==> config.mk <==
export PLATFORM = sky130hd
export DESIGN_NAME = convex_hull_gift_wrap
export DESIGN_NICKNAME = d
export VERILOG_FILES = /design/src/hdl/ghw_pkg.sv /design/src/hdl/ghw_ram.sv /design/src/hdl/ghw_mul.sv /design/src/hdl/convex_hull_gift_wrap.sv
export SDC_FILE = /design/constraint.sdc
export NUM_CORES = 2
export LEC_CHECK = 0
export ABC_CLOCK_PERIOD_IN_PS = 10050
export BUFFER_PORTS_ARGS = -buffer_cell sky130_fd_sc_hd__buf_2
export CAP_MARGIN = 0
export CORE_MARGIN = 3
export CORE_UTILIZATION = 60
export CTS_CLUSTER_SIZE = 30
export DETAILED_ROUTE_END_ITERATION = 12
export GPL_TIMING_DRIVEN = 1
export PLACE_DENSITY = 0.76
export SETUP_SLACK_MARGIN = 0.5
export SLEW_MARGIN = 20
export SYNTH_ARGS = -nofsm -noshare
export SYNTH_HDL_FRONTEND = slang
export SYNTH_SLANG_ARGS = --single-unit
==> constraint.sdc <==
create_clock -name i_clk -period 10.05 [get_ports i_clk]
set_input_delay 2.5125 -clock i_clk [delete_from_list [all_inputs] [get_ports i_clk]]
set_output_delay 2.5125 -clock i_clk [all_outputs]
set_load 0.01 [all_outputs]
==> src/hdl/ghw_pkg.sv <==
`timescale 1ns / 1ps

package ghw_pkg;

    // Default geometry of the point store and the coordinate words
    localparam int MAX_POINTS_DEF = 64;
    localparam int COORD_BITS_DEF = 16;

    // Smallest set that is wrapped; smaller sets are echoed
    localparam int MIN_HULL_SET = 3;

endpackage

==> src/hdl/ghw_ram.sv <==
`timescale 1ns / 1ps

module ghw_ram #(
    parameter int WIDTH = 32,
    parameter int DEPTH = 64
) (
    input  logic                     i_clk,
    input  logic                     i_we,
    input  logic [$clog2(DEPTH)-1:0] i_waddr,
    input  logic [WIDTH-1:0]         i_wdata,
    input  logic [$clog2(DEPTH)-1:0] i_raddr,
    output logic [WIDTH-1:0]         o_rdata
);

    logic [WIDTH-1:0] r_mem [DEPTH];
    logic [WIDTH-1:0] r_rdata;

    always_ff @(posedge i_clk) begin
        if (i_we) begin
            r_mem[i_waddr] <= i_wdata;
        end
        r_rdata <= r_mem[i_raddr];
    end

    assign o_rdata = r_rdata;

endmodule

==> src/hdl/ghw_mul.sv <==
`timescale 1ns / 1ps

module ghw_mul #(
    parameter int OP_BITS = 17
) (
    input  logic                          i_clk,
    input  logic signed [OP_BITS-1:0]     i_a,
    input  logic signed [OP_BITS-1:0]     i_b,
    output logic signed [2*OP_BITS-1:0]   o_prod
);

    logic signed [2*OP_BITS-1:0] r_prod;

    always_ff @(posedge i_clk) begin
        r_prod <= i_a * i_b;
    end

    assign o_prod = r_prod;

endmodule

==> src/hdl/convex_hull_gift_wrap.sv <==
`timescale 1ns / 1ps

// Channel   Valid     Ready     Word
// input     i_valid   o_ready   i_point_x, i_point_y, i_last_point
// output    o_valid   i_ready   o_hull_x, o_hull_y, o_last_of_hull, o_truncated
//
// Points load at one per cycle. On the last point the block goes busy: a small
// set is echoed point by point; otherwise a start search reads every point and
// each hull step sweeps all N points, each through a RAM read plus up to four
// products through the one shared multiplier. Results wait in an output
// register; a stalled output holds the walk. Reset is synchronous, active low.

module convex_hull_gift_wrap #(
    parameter int MAX_POINTS = ghw_pkg::MAX_POINTS_DEF,
    parameter int COORD_BITS = ghw_pkg::COORD_BITS_DEF
) (
    input  logic                         i_clk,
    input  logic                         i_rst_n,
    input  logic                         i_valid,
    output logic                         o_ready,
    input  logic signed [COORD_BITS-1:0] i_point_x,
    input  logic signed [COORD_BITS-1:0] i_point_y,
    input  logic                         i_last_point,
    output logic                         o_valid,
    input  logic                         i_ready,
    output logic signed [COORD_BITS-1:0] o_hull_x,
    output logic signed [COORD_BITS-1:0] o_hull_y,
    output logic                         o_last_of_hull,
    output logic                         o_truncated
);

    import ghw_pkg::*;

    localparam int W     = COORD_BITS;
    localparam int D     = COORD_BITS + 1;
    localparam int P     = 2 * D;
    localparam int ACC_W = P + 1;
    localparam int IDX_W = $clog2(MAX_POINTS);
    localparam int CNT_W = $clog2(MAX_POINTS + 1);

    typedef enum logic [13:0] {
        S_IDLE = 14'b00_0000_0000_0001,
        S_ERD  = 14'b00_0000_0000_0010,
        S_ELD  = 14'b00_0000_0000_0100,
        S_SRD  = 14'b00_0000_0000_1000,
        S_SLD  = 14'b00_0000_0001_0000,
        S_WRD  = 14'b00_0000_0010_0000,
        S_WLD  = 14'b00_0000_0100_0000,
        S_M0   = 14'b00_0000_1000_0000,
        S_M1   = 14'b00_0001_0000_0000,
        S_M2   = 14'b00_0010_0000_0000,
        S_M3   = 14'b00_0100_0000_0000,
        S_M4   = 14'b00_1000_0000_0000,
        S_WEND = 14'b01_0000_0000_0000,
        S_FIN  = 14'b10_0000_0000_0000
    } t_state;

    t_state r_state, n_state;
    logic [CNT_W-1:0] r_cnt, n_cnt;
    logic             r_ovf, n_ovf;
    logic [IDX_W-1:0] r_idx, n_idx;
    logic [CNT_W-1:0] r_n, n_n;

    // start, current, best, pending and candidate points
    logic signed [W-1:0] r_sx, n_sx, r_sy, n_sy;
    logic signed [W-1:0] r_ux, n_ux, r_uy, n_uy;
    logic signed [W-1:0] r_bx, n_bx, r_by, n_by;
    logic signed [W-1:0] r_px, n_px, r_py, n_py;
    logic signed [W-1:0] r_cx, n_cx, r_cy, n_cy;
    logic signed [ACC_W-1:0] r_acc, n_acc, r_dist, n_dist, r_bdist, n_bdist;

    logic                r_ovalid, n_ovalid;
    logic signed [W-1:0] r_ox, n_ox, r_oy, n_oy;
    logic                r_olast, n_olast, r_otrunc, n_otrunc;

    logic                w_accept;
    logic                w_out_free;
    logic                w_we;
    logic [2*W-1:0]      w_rdata;
    logic signed [W-1:0] w_rx, w_ry;
    logic                w_idx_last;
    logic [CNT_W-1:0]    w_cnt_after;
    logic                w_take;
    logic                w_same;
    logic signed [D-1:0] w_ma, w_mb;
    logic signed [P-1:0] w_prod;
    logic signed [ACC_W-1:0] w_sum, w_turn;

    ghw_ram #(
        .WIDTH (2 * W),
        .DEPTH (MAX_POINTS)
    ) u_ram (
        .i_clk   (i_clk),
        .i_we    (w_we),
        .i_waddr (r_cnt[IDX_W-1:0]),
        .i_wdata ({i_point_y, i_point_x}),
        .i_raddr (r_idx),
        .o_rdata (w_rdata)
    );

    ghw_mul #(
        .OP_BITS (D)
    ) u_mul (
        .i_clk  (i_clk),
        .i_a    (w_ma),
        .i_b    (w_mb),
        .o_prod (w_prod)
    );

    assign w_rx       = w_rdata[W-1:0];
    assign w_ry       = w_rdata[2*W-1:W];
    assign w_accept   = i_valid && (r_state == S_IDLE);
    assign w_we       = w_accept && (r_cnt < CNT_W'(MAX_POINTS));
    assign w_out_free = !r_ovalid || i_ready;
    assign w_idx_last = (CNT_W'(r_idx) + CNT_W'(1)) == r_cnt;
    assign w_cnt_after = w_we ? r_cnt + CNT_W'(1) : r_cnt;
    assign w_take     = (r_idx == '0) || (w_ry < r_sy) || ((w_ry == r_sy) && (w_rx < r_sx));
    assign w_same     = (w_rx == r_ux) && (w_ry == r_uy);
    assign w_sum      = r_acc + ACC_W'(w_prod);
    assign w_turn     = r_acc - ACC_W'(w_prod);

    // shared multiplier operands
    always_comb begin
        w_ma = '0;
        w_mb = '0;
        case (r_state)
            S_M0: begin
                w_ma = D'(r_cx) - D'(r_ux);
                w_mb = D'(r_cx) - D'(r_ux);
            end
            S_M1: begin
                w_ma = D'(r_cy) - D'(r_uy);
                w_mb = D'(r_cy) - D'(r_uy);
            end
            S_M2: begin
                w_ma = D'(r_by) - D'(r_uy);
                w_mb = D'(r_cx) - D'(r_bx);
            end
            S_M3: begin
                w_ma = D'(r_bx) - D'(r_ux);
                w_mb = D'(r_cy) - D'(r_by);
            end
            default: begin
                w_ma = '0;
                w_mb = '0;
            end
        endcase
    end

    always_comb begin
        n_state  = r_state;
        n_cnt    = r_cnt;
        n_ovf    = r_ovf;
        n_idx    = r_idx;
        n_n      = r_n;
        n_sx     = r_sx;
        n_sy     = r_sy;
        n_ux     = r_ux;
        n_uy     = r_uy;
        n_bx     = r_bx;
        n_by     = r_by;
        n_px     = r_px;
        n_py     = r_py;
        n_cx     = r_cx;
        n_cy     = r_cy;
        n_acc    = r_acc;
        n_dist   = r_dist;
        n_bdist  = r_bdist;
        n_ovalid = r_ovalid && !i_ready;
        n_ox     = r_ox;
        n_oy     = r_oy;
        n_olast  = r_olast;
        n_otrunc = r_otrunc;

        case (r_state)
            S_IDLE: begin
                if (w_accept) begin
                    n_cnt = w_cnt_after;
                    if (!w_we) begin
                        n_ovf = 1'b1;
                    end
                    if (i_last_point) begin
                        n_idx = '0;
                        if (w_cnt_after < CNT_W'(MIN_HULL_SET)) begin
                            n_state = S_ERD;
                        end else begin
                            n_state = S_SRD;
                        end
                    end
                end
            end
            S_ERD: begin
                n_state = S_ELD;
            end
            S_ELD: begin
                if (w_out_free) begin
                    n_ovalid = 1'b1;
                    n_ox     = w_rx;
                    n_oy     = w_ry;
                    n_olast  = w_idx_last;
                    n_otrunc = r_ovf;
                    if (w_idx_last) begin
                        n_cnt   = '0;
                        n_ovf   = 1'b0;
                        n_state = S_IDLE;
                    end else begin
                        n_idx   = r_idx + IDX_W'(1);
                        n_state = S_ERD;
                    end
                end
            end
            S_SRD: begin
                n_state = S_SLD;
            end
            S_SLD: begin
                if (w_take) begin
                    n_sx = w_rx;
                    n_sy = w_ry;
                end
                if (w_idx_last) begin
                    // start point is the first pending result and the first pivot
                    n_ux    = w_take ? w_rx : r_sx;
                    n_uy    = w_take ? w_ry : r_sy;
                    n_px    = w_take ? w_rx : r_sx;
                    n_py    = w_take ? w_ry : r_sy;
                    n_n     = CNT_W'(1);
                    n_idx   = '0;
                    n_state = S_WRD;
                end else begin
                    n_idx   = r_idx + IDX_W'(1);
                    n_state = S_SRD;
                end
            end
            S_WRD: begin
                n_state = S_WLD;
            end
            S_WLD: begin
                n_cx = w_rx;
                n_cy = w_ry;
                if (r_idx == '0) begin
                    n_bx    = w_rx;
                    n_by    = w_ry;
                    n_bdist = '0;
                end
                if (w_same) begin
                    if (w_idx_last) begin
                        n_state = S_WEND;
                    end else begin
                        n_idx   = r_idx + IDX_W'(1);
                        n_state = S_WRD;
                    end
                end else begin
                    n_state = S_M0;
                end
            end
            S_M0: begin
                n_state = S_M1;
            end
            S_M1: begin
                n_acc   = ACC_W'(w_prod);
                n_state = S_M2;
            end
            S_M2: begin
                n_dist = w_sum;
                if (r_idx == '0) begin
                    // first candidate only seeds the best distance
                    n_bdist = w_sum;
                    if (w_idx_last) begin
                        n_state = S_WEND;
                    end else begin
                        n_idx   = r_idx + IDX_W'(1);
                        n_state = S_WRD;
                    end
                end else begin
                    n_state = S_M3;
                end
            end
            S_M3: begin
                n_acc   = ACC_W'(w_prod);
                n_state = S_M4;
            end
            S_M4: begin
                if (w_turn < 0 || (w_turn == 0 && r_dist > r_bdist)) begin
                    n_bx    = r_cx;
                    n_by    = r_cy;
                    n_bdist = r_dist;
                end
                if (w_idx_last) begin
                    n_state = S_WEND;
                end else begin
                    n_idx   = r_idx + IDX_W'(1);
                    n_state = S_WRD;
                end
            end
            S_WEND: begin
                if (w_out_free) begin
                    n_ovalid = 1'b1;
                    n_ox     = r_px;
                    n_oy     = r_py;
                    n_otrunc = r_ovf;
                    if (r_bx == r_sx && r_by == r_sy) begin
                        // wrapped back to the start: close the set
                        n_olast = 1'b1;
                        n_cnt   = '0;
                        n_ovf   = 1'b0;
                        n_state = S_IDLE;
                    end else begin
                        n_olast = 1'b0;
                        n_px    = r_bx;
                        n_py    = r_by;
                        n_ux    = r_bx;
                        n_uy    = r_by;
                        n_n     = r_n + CNT_W'(1);
                        n_idx   = '0;
                        if (r_n + CNT_W'(1) == r_cnt) begin
                            n_state = S_FIN;
                        end else begin
                            n_state = S_WRD;
                        end
                    end
                end
            end
            S_FIN: begin
                if (w_out_free) begin
                    n_ovalid = 1'b1;
                    n_ox     = r_px;
                    n_oy     = r_py;
                    n_olast  = 1'b1;
                    n_otrunc = r_ovf;
                    n_cnt    = '0;
                    n_ovf    = 1'b0;
                    n_state  = S_IDLE;
                end
            end
            default: begin
                n_state = S_IDLE;
            end
        endcase
    end

    always_ff @(posedge i_clk) begin
        if (!i_rst_n) begin
            r_state  <= S_IDLE;
            r_cnt    <= '0;
            r_ovf    <= 1'b0;
            r_ovalid <= 1'b0;
        end else begin
            r_state  <= n_state;
            r_cnt    <= n_cnt;
            r_ovf    <= n_ovf;
            r_ovalid <= n_ovalid;
        end
    end

    always_ff @(posedge i_clk) begin
        r_idx    <= n_idx;
        r_n      <= n_n;
        r_sx     <= n_sx;
        r_sy     <= n_sy;
        r_ux     <= n_ux;
        r_uy     <= n_uy;
        r_bx     <= n_bx;
        r_by     <= n_by;
        r_px     <= n_px;
        r_py     <= n_py;
        r_cx     <= n_cx;
        r_cy     <= n_cy;
        r_acc    <= n_acc;
        r_dist   <= n_dist;
        r_bdist  <= n_bdist;
        r_ox     <= n_ox;
        r_oy     <= n_oy;
        r_olast  <= n_olast;
        r_otrunc <= n_otrunc;
    end

    assign o_ready        = (r_state == S_IDLE);
    assign o_valid        = r_ovalid;
    assign o_hull_x       = r_ox;
    assign o_hull_y       = r_oy;
    assign o_last_of_hull = r_olast;
    assign o_truncated    = r_otrunc;

endmodule

==> summary.md <==
| Metric | Value |
|---|---|
| Status | complete, no violations |
| Worst-path clk slew | 90 ps |
| Most used DFF post-synth | edfxtp_1 |
| Critical Path RT | roughly 11000 ps |
| H-Tree Depth | 4 |
| WL final | 305.2 mm |
| Vias per inst | about 6.7 |
| GP Congestion | 0.9370 |
| Worst ir drop on vdd | 0.0002684 V |
| Finished Core Util | 67.17% |
| HP Class | reg -> reg |
| WL/cell | 32.30 um |
| Cell count after synthesis | 6561 |
| CTS tree | yes |
| Setup Viol. Count Final | 0 |
| Pin count of the biggest net entering global routing | 143 |
| Die area | between 150000 and 200000 um2 |
| Critical path startpoint category | register |
| TritonRoute pass-1 iters | 6 |
| Core area | about 190000 um2 |
| CTS Hold Bufs | 0 |
| Final slew viol count | 0 |
| Power Dens Cells | roughly 220 nW/um2 |
| Synth unique cells | 96 |
| Mean cell area of the mapped netlist | roughly 17 um2 |
| CTS Root Cell | clkbuf_16 |
| Worst Clk Skew | 89.94 ps |
| Post-synth EDFFs | 2327 |
| Critical Path Fanout Max | 8 |
| Cell mode on critical path | fa_1 |
| Clock Latency Late Sink | ~900 ps |
| Mapped Nets | 7221 |
| Fillers | ~12000 |
| Remaining Overflow, GRT | 0 |
| Clock buffer depth | 3 |
| Dpl cells | 8983 |
| Setup CP Type | reg -> reg |
| Worst EP arrival | ~10000 ps |
| Worst Tran Pin Value | 1217 ps |
| HPWL Detailed | 178.3 mm |
| RSZ-0062 raised after global routing | no |
| Standard-cell row count | 158 |
| Leak | around 44 nW |
| Final cell count without fillers | about 9400 |
| Area of the multi-input gates | 38760 um2 |
| First-pass GRT wire length | 446.6 mm |
| Max_cap viols | 0 |
| CP Capture Type | register |
| Initial antenna violation count | 23 |
| Sink Count | 2416 |
| Layout area overhead | 10.81% |
| CTS buffer count | 226 |
| Period minus WS final | 9192 ps |
| Share of cells above drive strength 1 | 21.64% |
| Global-route usage over all layers | 32.03% |
| Vias in the first global route | 65130 |
| Via Count | approximately 63000 |
| Final TNS setup | 0 ps |
| DIE HEIGHT | 439.8 um |
| Max-slew headroom | 18.63% |
| Placed instance area | around 120000 um2 |
| WHS Path Cells | 0 |
| Starting Density | 60.62% |
| Iter 0 DRT Violations | just under 8000 |
| Synthesis-stage register bit count | 2416 |
| Final Hold Viols | 0 |
| Fin area | 125100 um2 |
| Final period util | just over 90% |
| Port Buffers | 72 |
| Ys Warns | 0 |
| Worst reg2reg path depth | 32 |
| Final Net Count | 7410 |
| Mapped Area | approximately 110000 um2 |
| Slowest stage cell on the critical path | fa_1 |
| Seq/Total Area, Yosys | a little under two thirds |
| FF/Latch Area | ~70000 um2 |
| Async S/R FF share, synth | 0% |
| Die width | 439.8 um |
| Max frequency | about 110 MHz |
| Post-detailed-route count of antenna-violating nets | 0 |
| Crit-path max cell delay | 710 ps |
| Top-level I/O count | 73 |
| DRC errors left | 0 |
[final timing paths]
kind,startpoint,to,slack (ps)
worst max-delay path,r_by[0]$_DFFE_PP_,u_mul.o_prod[33]$_DFF_P_,860
worst max register to register,r_by[0]$_DFFE_PP_,u_mul.o_prod[33]$_DFF_P_,860
worst min-delay path,u_mul.o_prod[0]$_DFF_P_,r_acc[0]$_DFFE_PP_,460
worst min register to register,u_mul.o_prod[0]$_DFF_P_,r_acc[0]$_DFFE_PP_,460
[flip-flops by register name, indices dropped and copies added, names as in the netlist, 6 cells and up]
name / count
u_ram.r_mem: 2048
r_bdist: 35
r_dist: 35
r_acc: 34
u_mul.o_prod: 34
u_ram.o_rdata: 32
o_hull_x: 16
o_hull_y: 16
r_bx: 16
r_by: 16
r_cx: 16
r_cy: 16
r_px: 16
r_py: 16
r_sx: 16
r_sy: 16
r_state: 14
r_cnt: 7
r_n: 7
r_idx: 6
[cells in the mapped netlist, types with 13 or more instances]
master	instances	area, um2
a211oi_1	24	180.2
a21o_1	54	405.4
a21oi_1	187	935.9
a221o_1	22	220.2
a221oi_1	14	122.6
a22o_1	33	289.0
a31oi_1	25	156.4
and2_1	51	319.1
and3_1	15	93.84
buf_1	50	187.7
buf_2	24	120.1
clkbuf_1	193	724.4
dfxtp_1	89	1782
edfxtp_1	2327	69880
fa_1	305	6106
ha_1	318	3979
inv_1	556	2087
mux2_2	127	1430
mux4_2	672	15130
nand2_1	232	870.8
nand2b_1	46	287.8
nand3_1	56	280.3
nand4_1	36	225.2
nor2_1	328	1231
nor2b_1	40	250.2
nor3_1	50	250.2
nor4_1	29	181.4
o21a_1	43	322.8
o21ai_0	108	540.5
o21bai_1	13	97.59
o22ai_1	23	143.9
or3_1	18	112.6
xnor2_1	113	989.7
xor2_1	123	1077
[worst max-delay path, delay by kind of cell, from the launching register on]
family | cells | cell delay [ps]
AOI/OAI and AO/OA | 9 | 2190
xor gates and xnor gates | 1 | 80
adders and majority gates | 9 | 4490
buffers and inverters | 7 | 900
DFF | 1 | 440
and+or+nand+nor | 6 | 960
[cell families after synthesis]
kind of cell,after synthesis,share of synthesized area [%]
xor+xnor,236,1.831
mux,804,14.72
simple gates,962,4.071
fa+ha+maj,623,8.933
buf+inv,828,2.786
flops,2416,63.47
compound gates,692,4.185
[metal layers]
metal	wire length, um	vias up	track usage, %
met5	57	-	0
met4	15590	8	15.36
met3	25540	813	6.058
met2	154700	3762	53.43
met1	109300	32680	40.90
li1	-	25820	-
[through the flow]
stage	hold WS, ps	worst slack, ps	power [W]
2_1_floorplan	401.9	1205	0.01632
3_3_place_gp	423.8	738.3	0.01855
3_5_place_dp	425.0	635.9	0.01864
4_1_cts	460.5	572.1	0.02761
5_1_grt	490.3	444.7	0.02827
6_report	458.1	857.6	0.02753
[cell usage in the layout (no fill, tap or decap), drive strengths merged, types with 15 or more instances in the layout]
cell,Yosys,routed
edfxtp,2327,2327
mux4,672,672
inv,557,563
nor2,328,328
ha,318,318
fa,305,305
clkbuf,193,269
nand2,232,232
buf,75,229
a21oi,189,189
mux2,129,129
xor2,123,123
o21ai,123,123
xnor2,113,113
clkinv,3,105
dfxtp,89,89
nand3,56,56
a21o,54,54
and2,52,52
nor3,50,50
nand2b,46,46
o21a,43,43
nor2b,40,40
nand4,36,36
a22o,33,33
nor4,32,32
bufinv,0,30
a211oi,26,26
a31oi,25,25
diode,0,24
o22ai,23,23
a221o,22,22
or3,18,18
clkinvlp,0,15
and3,15,15
a221oi,15,15
[report_power, final]
part           leakage [nW]  internal (W)  switching [W]  total, W
clock network          3.71       0.00497        0.00390   0.00887
registers              21.8        0.0113       0.000264    0.0116
logic                  18.4       0.00329        0.00377   0.00706
[area by class of cell]
class	count	area share [%]
inverters	560	1.681
clock buffers	269	4.691
well taps	2480	2.481
multi-input cells	3317	30.98
flip-flops and latches	2416	57.28
diodes	24	0.04801
repair buffers	229	1.372
clock inverters	153	1.458
[what timing repair did]
action	in CTS	in global routing
resized for setup	0	26
setup endpoints to repair	0	8
setup buffers	0	14
No activity file was read; power rests on OpenSTA's default activity.
